**src/hdl/md5_pkg.sv**
```systemverilog
`default_nettype none
package md5_pkg;

  typedef struct packed {
    logic [7:0] data_byte;
    logic       byte_present;
    logic       end_of_message;
  } md5_in_t;

  typedef struct packed {
    logic [63:0] digest_low;
    logic [63:0] digest_high;
  } md5_out_t;

  // queue entry between front and back: a full block or a padded block; last marks the final one
  typedef struct packed {
    logic [511:0] block;
    logic         last;
  } md5_job_t;

  localparam logic [31:0] INIT_A = 32'h67452301;
  localparam logic [31:0] INIT_B = 32'hEFCDAB89;
  localparam logic [31:0] INIT_C = 32'h98BADCFE;
  localparam logic [31:0] INIT_D = 32'h10325476;
  localparam logic [7:0]  PAD_BYTE = 8'h80;
  localparam logic [5:0]  LEN_POS = 6'd56;

  localparam logic [31:0] STEP_CONST [64] = '{
    32'hD76AA478, 32'hE8C7B756, 32'h242070DB, 32'hC1BDCEEE,
    32'hF57C0FAF, 32'h4787C62A, 32'hA8304613, 32'hFD469501,
    32'h698098D8, 32'h8B44F7AF, 32'hFFFF5BB1, 32'h895CD7BE,
    32'h6B901122, 32'hFD987193, 32'hA679438E, 32'h49B40821,
    32'hF61E2562, 32'hC040B340, 32'h265E5A51, 32'hE9B6C7AA,
    32'hD62F105D, 32'h02441453, 32'hD8A1E681, 32'hE7D3FBC8,
    32'h21E1CDE6, 32'hC33707D6, 32'hF4D50D87, 32'h455A14ED,
    32'hA9E3E905, 32'hFCEFA3F8, 32'h676F02D9, 32'h8D2A4C8A,
    32'hFFFA3942, 32'h8771F681, 32'h6D9D6122, 32'hFDE5380C,
    32'hA4BEEA44, 32'h4BDECFA9, 32'hF6BB4B60, 32'hBEBFBC70,
    32'h289B7EC6, 32'hEAA127FA, 32'hD4EF3085, 32'h04881D05,
    32'hD9D4D039, 32'hE6DB99E5, 32'h1FA27CF8, 32'hC4AC5665,
    32'hF4292244, 32'h432AFF97, 32'hAB9423A7, 32'hFC93A039,
    32'h655B59C3, 32'h8F0CCC92, 32'hFFEFF47D, 32'h85845DD1,
    32'h6FA87E4F, 32'hFE2CE6E0, 32'hA3014314, 32'h4E0811A1,
    32'hF7537E82, 32'hBD3AF235, 32'h2AD7D2BB, 32'hEB86D391
  };

  localparam logic [4:0] ROT_AMOUNT [16] = '{
    5'd7, 5'd12, 5'd17, 5'd22, 5'd5, 5'd9, 5'd14, 5'd20,
    5'd4, 5'd11, 5'd16, 5'd23, 5'd6, 5'd10, 5'd15, 5'd21
  };

endpackage
`default_nettype wire

```
**src/hdl/md5_front.sv**
```systemverilog
`default_nettype none
// collects bytes into a block buffer, pads at end of message, pushes blocks
module md5_front (
  input  wire              clk,
  input  wire              rst,
  input  md5_pkg::md5_in_t in_item,
  input  wire              in_valid,
  output logic             in_stall,
  output md5_pkg::md5_job_t job,
  output logic             job_valid,
  input  wire              job_stall
);
  import md5_pkg::*;

  typedef enum logic [2:0] {
    ST_FILL = 3'b001,
    ST_PAD  = 3'b010,
    ST_PUSH = 3'b100
  } front_state_t;

  front_state_t state;
  logic [511:0] block;
  logic [5:0]   fill_position;
  logic [63:0]  message_bit_count;
  logic [63:0]  len_bits;
  logic         job_last;
  logic         pad_first;
  logic         pad_last;
  logic         padding;
  logic         push_done;

  assign in_stall  = (state != ST_FILL);
  assign job_valid = (state == ST_PUSH);
  assign job.block = block;
  assign job.last  = job_last;
  assign push_done = !job_stall;

  always_ff @(posedge clk) begin
    if (rst) begin
      state <= ST_FILL;
      fill_position <= '0;
      message_bit_count <= '0;
      job_last <= 1'b0;
      pad_first <= 1'b0;
      pad_last <= 1'b0;
      padding <= 1'b0;
    end else begin
      case (state)
        ST_FILL: begin
          if (in_valid) begin
            if (in_item.byte_present) begin
              block[{fill_position, 3'b000} +: 8] <= in_item.data_byte;
              fill_position <= fill_position + 6'd1;
              message_bit_count <= message_bit_count + 64'd8;
            end
            len_bits <= message_bit_count + (in_item.byte_present ? 64'd8 : 64'd0);
            pad_first <= 1'b1;
            if (in_item.byte_present && fill_position == 6'd63) begin
              // full block goes out first, padding follows if the message ended
              job_last <= 1'b0;
              padding <= in_item.end_of_message;
              state <= ST_PUSH;
            end else if (in_item.end_of_message) begin
              padding <= 1'b1;
              state <= ST_PAD;
            end
          end
        end
        ST_PAD: begin
          // one pad byte per cycle: 0x80, zeros, then the length
          if (pad_first) begin
            block[{fill_position, 3'b000} +: 8] <= PAD_BYTE;
            pad_last <= (fill_position < LEN_POS);
          end else if (pad_last && fill_position >= LEN_POS) begin
            block[{fill_position, 3'b000} +: 8] <=
              len_bits[{fill_position[2:0], 3'b000} +: 8];
          end else begin
            block[{fill_position, 3'b000} +: 8] <= 8'h00;
          end
          pad_first <= 1'b0;
          fill_position <= fill_position + 6'd1;
          if (fill_position == 6'd63) begin
            job_last <= !pad_first && pad_last;
            state <= ST_PUSH;
          end
        end
        ST_PUSH: begin
          if (push_done) begin
            if (job_last) begin
              message_bit_count <= '0;
              padding <= 1'b0;
              state <= ST_FILL;
            end else if (padding) begin
              // the next block is the one that carries the length
              pad_last <= 1'b1;
              state <= ST_PAD;
            end else begin
              state <= ST_FILL;
            end
          end
        end
        default: state <= ST_FILL;
      endcase
    end
  end

  // a block whose 0x80 lands at position 56 or later gets zeros to its end and
  // is not last; the length then goes into the following all-zero block
endmodule
`default_nettype wire

```
**src/hdl/md5_back.sv**
```systemverilog
`default_nettype none
// one md5 step per cycle on a queued block, updates chain, emits digest
module md5_back (
  input  wire               clk,
  input  wire               rst,
  input  md5_pkg::md5_job_t job,
  input  wire               job_valid,
  output logic              job_stall,
  output md5_pkg::md5_out_t out_item,
  output logic              out_valid,
  input  wire               out_stall
);
  import md5_pkg::*;

  logic [31:0] chain [4];
  logic [31:0] a, b, c, d;
  logic [511:0] blk;
  logic        blk_last;
  logic        busy;
  logic [5:0]  step;
  logic [1:0]  rnd;
  logic [3:0]  g;
  logic [31:0] f, w, t, rot;
  logic [4:0]  s;
  logic [31:0] ca, cb, cc, cd;

  assign job_stall = busy || out_valid;

  always_comb begin
    rnd = step[5:4];
    case (rnd)
      2'd0: begin f = (b & c) | (~b & d); g = step[3:0]; end
      2'd1: begin f = (b & d) | (c & ~d); g = 4'(5 * step + 1); end
      2'd2: begin f = b ^ c ^ d; g = 4'(3 * step + 5); end
      default: begin f = c ^ (b | ~d); g = 4'(7 * step); end
    endcase
    w = blk[{g, 5'b00000} +: 32];
    s = ROT_AMOUNT[{rnd, step[1:0]}];
    t = a + f + w + STEP_CONST[step];
    rot = (t << s) | (t >> (6'd32 - {1'b0, s}));
    ca = chain[0] + d;
    cb = chain[1] + b + rot;
    cc = chain[2] + b;
    cd = chain[3] + c;
  end

  always_ff @(posedge clk) begin
    if (rst) begin
      busy <= 1'b0;
      out_valid <= 1'b0;
      chain[0] <= INIT_A; chain[1] <= INIT_B;
      chain[2] <= INIT_C; chain[3] <= INIT_D;
    end else begin
      if (out_valid && !out_stall) out_valid <= 1'b0;
      if (!busy && !out_valid && job_valid) begin
        busy <= 1'b1;
        blk <= job.block;
        blk_last <= job.last;
        step <= '0;
        a <= chain[0]; b <= chain[1]; c <= chain[2]; d <= chain[3];
      end else if (busy) begin
        a <= d; d <= c; c <= b; b <= b + rot;
        step <= step + 6'd1;
        if (step == 6'd63) begin
          busy <= 1'b0;
          if (blk_last) begin
            out_item.digest_low  <= {cb, ca};
            out_item.digest_high <= {cd, cc};
            out_valid <= 1'b1;
            chain[0] <= INIT_A; chain[1] <= INIT_B;
            chain[2] <= INIT_C; chain[3] <= INIT_D;
          end else begin
            chain[0] <= ca; chain[1] <= cb; chain[2] <= cc; chain[3] <= cd;
          end
        end
      end
    end
  end

  a_no_take_busy: assert property (@(posedge clk) disable iff (rst)
    busy |-> job_stall) else $error("job taken while busy");
  a_step_reset: assert property (@(posedge clk) disable iff (rst)
    (!busy && job_valid && !job_stall) |=> (busy && step == 6'd0))
    else $error("step not cleared at start");
  a_out_hold: assert property (@(posedge clk) disable iff (rst)
    (out_valid && out_stall) |=> (out_valid && $stable(out_item)))
    else $error("digest dropped");
endmodule
`default_nettype wire

```
**src/hdl/md5_message_digest.sv**
```systemverilog
`default_nettype none
// channel  | direction | payload   | handshake
// in_item  | in        | md5_in_t  | in_valid / in_stall
// out_item | out       | md5_out_t | out_valid / out_stall
// one byte per cycle while filling; each full block runs through the
// compression unit one step per cycle, overlapped with filling the next block
// end of message pads one byte per cycle then waits for the back part
// reset clears fill count, bit count and chain words; block buffer is not cleared
// a stalled digest blocks the compression unit, which then stalls block hand-off
module md5_message_digest (
  input  wire               clk,
  input  wire               rst,
  input  md5_pkg::md5_in_t  in_item,
  input  wire               in_valid,
  output logic              in_stall,
  output md5_pkg::md5_out_t out_item,
  output logic              out_valid,
  input  wire               out_stall
);
  import md5_pkg::*;

  md5_job_t job;
  logic     job_valid;
  logic     job_stall;

  md5_front u_front (
    .clk(clk), .rst(rst), .in_item(in_item), .in_valid(in_valid),
    .in_stall(in_stall), .job(job), .job_valid(job_valid), .job_stall(job_stall)
  );

  md5_back u_back (
    .clk(clk), .rst(rst), .job(job), .job_valid(job_valid), .job_stall(job_stall),
    .out_item(out_item), .out_valid(out_valid), .out_stall(out_stall)
  );
endmodule
`default_nettype wire
```
**config.mk**
```make
export PLATFORM = sky130hd
export DESIGN_NAME = md5_message_digest
export DESIGN_NICKNAME = d
export VERILOG_FILES = /design/src/hdl/md5_pkg.sv /design/src/hdl/md5_front.sv /design/src/hdl/md5_back.sv /design/src/hdl/md5_message_digest.sv
export SDC_FILE = /design/constraint.sdc
export NUM_CORES = 2
export LEC_CHECK = 0
export ABC_CLOCK_PERIOD_IN_PS = 35900
export BUFFER_PORTS_ARGS = -buffer_cell sky130_fd_sc_hd__buf_2
export CORE_MARGIN = 1.5
export CORE_UTILIZATION = 60
export CTS_CLUSTER_DIAMETER = 40
export CTS_CLUSTER_SIZE = 24
export DETAILED_ROUTE_END_ITERATION = 8
export PLACE_DENSITY = 0.74
export SLEW_MARGIN = 0
export SYNTH_ARGS = -nofsm -noshare
export SYNTH_HDL_FRONTEND = slang
export SYNTH_SLANG_ARGS = --single-unit
export TNS_END_PERCENT = 100
```
**constraint.sdc**
```tcl
create_clock -name clk -period 35.9 [get_ports clk]
set_clock_uncertainty 0.05 [all_clocks]
set_input_delay 5.385 -clock clk [delete_from_list [all_inputs] [get_ports clk]]
set_output_delay 5.385 -clock clk [all_outputs]
set_load 0.05 [all_outputs]
```
==> impl_metrics.env <==
export IMPL_status="completed"
export IMPL_period_minus_slack_ps=14560
export IMPL_netlist_area_um2=83700
export IMPL_place_congestion=1.05
export IMPL_netlist_instances=7383
export IMPL_postSynthAreaPerCell_um2=11.3
export IMPL_synth_top_area_share_pct=51.8
export IMPL_synth_seq_area_share_pct=54.4
export IMPL_dp_slack_ps=21650
export IMPL_drtIter0Drc=8273
export IMPL_io_pins=144
export IMPL_synth_area_leader_cell="edfxtp_1"
export IMPL_vias=63900
export IMPL_first_global_vias=62300
export IMPL_crit_slowest_cell="buf_4"
export IMPL_power_density_nw_per_um2=45.2
export IMPL_vias_per_cell=6.77
export IMPL_die_h_um=377
export IMPL_firstDrtPassIters=7
export IMPL_hold_viol=0
export IMPL_crit_path_start="u_back.step[1]"
export IMPL_clk_pin_slew_worst_paths_ps=70
export IMPL_startpoint_type="flop"
export IMPL_reg2reg_to="u_back.b[24]"
export IMPL_insertion_delay_ps=860
export IMPL_coreArea_um2=138000
export IMPL_yosys_warnings=0
export IMPL_overflow=0
export IMPL_drc=0
export IMPL_rr_startpoint="u_back.step[1]"
export IMPL_cts_sinks=1552
export IMPL_crit_path_max_incr_delay_ps=910
export IMPL_drv_cap=0
export IMPL_tritoncts="built"
export IMPL_post_drt_wl_per_cell_um=29.3
export IMPL_period_share_pct=40.6
export IMPL_rsz0062_at_grt="no"
export IMPL_post_cts_buffers=0
export IMPL_whs_endpoint="u_back.blk[447]"
export IMPL_setup_slack_ps=21340
export IMPL_yosys_top_cells_count="1444 x edfxtp_1, 770 x nand2_1, 560 x nor2_1"
export IMPL_grt_pass1_wl_um=404000
export IMPL_ys_flop_type="edfxtp_1"
export IMPL_ant_nets=0
export IMPL_port_buffers=143
export IMPL_setup_viol=0
export IMPL_diodes=0
export IMPL_drive_gt1_share_pct=11.8
export IMPL_antenna_found_initial=7
export IMPL_cts_resized=0
export IMPL_cts_buffers=197
export IMPL_critical_path_required_ps=36340
export IMPL_fmax_mhz=68.7
export IMPL_crit_type="flop to flop"
export IMPL_dp_final_hpwl_um=196000
export IMPL_min_path_cells=0
export IMPL_postCtsHoldBufs=0
export IMPL_areaGrowthSynthToFinish_pct=11.2
export IMPL_wl_um=277000
export IMPL_synth_most_common_cell="edfxtp_1"
export IMPL_initial_core_util_pct=60.7
export IMPL_critPathCaptureType="flop"
export IMPL_max_vdd_ir_drop_uv=49.6
export IMPL_htree_levels=4
export IMPL_worst_slew_pin_slew_ps=1330
export IMPL_syn_num_nets=7719
export IMPL_nFillCells=10200
export IMPL_critPathArrivalTime_ps=15000
export IMPL_leakage_nw=32.5
export IMPL_fp_row_count=136
export IMPL_reg2reg_depth=38
export IMPL_tns_ps=0
export IMPL_path_buf_inv=4
export IMPL_synthTopCellsByArea="edfxtp_1 52%, mux4_2 5.3%, nand2_1 3.5%"
export IMPL_cp_max_fo=52
export IMPL_ys_ff_latch=1552
export IMPL_crit_family="compound AO/OA/AOI/OAI gates"
export IMPL_synth_edf_count=1444
export IMPL_track_usage_pct=38.9
export IMPL_dieArea_um2=142000
export IMPL_relSlewSlack_pct=10.7
export IMPL_reg2reg_slack_ps=21340
export IMPL_fin_worst_hold_slack_ps=361
export IMPL_slew_viol_final=0
export IMPL_synthArstFlopShare_pct=0
export IMPL_power_total_mw=4.21
export IMPL_hold_class="flop to flop"
export IMPL_crit_top_cell="o21ai_0"
export IMPL_grt_max_degree=229
export IMPL_min_from="u_front.block[447]"
export IMPL_root_buffer="clkbuf_16"
export IMPL_die_w_um=377
export IMPL_clock_path_buffers=3
export IMPL_nets=7727
export IMPL_synth_cell_types=91
## power by group
group          switching [mW]  internal (mW)  total, mW  leakage [nW]
clock network           0.882           1.20       2.08          3.38
registers             0.00554           1.96       1.97          13.8
logic                   0.121         0.0356      0.156          15.4
## state kept, by name, summed over array words and instances, names as in the netlist, 3 cells and up
register,flops
u_front.message_bit_count,61
u_back.blk,512
u_front.block,512
u_back.out_item,128
u_front.len_bits,61
u_front.state,3
u_back.b,32
u_back.c,32
u_back.step,6
u_back.a,32
u_front.fill_position,6
u_back.d,32
u_back.chain,128
## routing by layer
metal	up-vias	GRT usage, %	routed length (um)
li1	27700	-	-
met1	31200	46.8	96500
met2	3986	62.7	131000
met3	1007	7.47	25600
met4	6	28.3	23600
met5	-	0	38
## per-stage QoR
| stage | instances | instance area, um2 | util (%) |
|---|---|---|---|
| after floorplan | 7383 | 83700 | - |
| after global placement | 9055 | 86100 | 62.4 |
| after detailed placement | 9055 | 86100 | 62.4 |
| after CTS | 9429 | 93100 | 67.5 |
| after global routing | 9429 | 93100 | 67.5 |
| final | 9429 | 93100 | 67.5 |
## how the worst max path moves through the flow
stage / cells past startpoint / endpoint
detailed placement: 42 / u_back.chain[1][31]
global placement: 40 / u_back.b[24]
finish: 38 / u_back.b[24]
CTS: 40 / u_back.b[24]
global route: 38 / u_back.b[24]
floorplan: 4 / u_back.blk[0]
## worst register-to-register path: cells and delay by family, from the launching register on
kind                       cells  cell delay (ps)
and+or+nand+nor                5             1000
buffers and inverters          4             1580
muxes                          3             1760
DFF                            1              810
AOI/OAI and AO/OA             18             5780
xor gates and xnor gates       2              370
adders and majority gates      6             2840
## cell families (layout without fill, tap and decap cells)
group	count (synthesis)	in the layout	share of synthesized area (%)
buffers and inverters	745	928	3.38
xor gates and xnor gates	330	330	3.48
and+or+nand+nor	2264	2264	12.3
adders and majority gates	330	330	5.82
DFF	1552	1552	54.4
AOI/OAI and AO/OA	1876	1876	14.2
muxes	286	286	6.39
## cell type report
| cell class | count | area, um2 | share of cell area [%] |
|---|---|---|---|
| clock buffers | 213 | 5040 | 5.41 |
| clock inverters | 161 | 2040 | 2.19 |
| inverters | 311 | 1170 | 1.25 |
| multi-input cells | 5086 | 35500 | 38.1 |
| flip-flops and latches | 1552 | 45500 | 48.9 |
| well taps | 1863 | 2330 | 2.50 |
| repair buffers | 243 | 1520 | 1.63 |
## cell usage in the layout (no fill, tap or decap), types with 63 or more instances in the layout
cell	count
clkbuf_16	198
nor3_1	110
a21o_1	93
o31ai_1	102
buf_4	96
nand3_1	349
mux2i_1	70
buf_2	143
a31oi_1	74
xor2_1	157
a22oi_1	74
o21ai_0	557
nand2_1	766
edfxtp_1	1444
and3_1	63
inv_1	302
ha_1	220
mux4_2	197
a21oi_1	430
and2_1	110
nor2_1	556
nand2b_1	93
xnor2_1	167
dfxtp_1	108
fa_1	102
a22o_1	116
No activity file was read; power rests on OpenSTA's default activity.
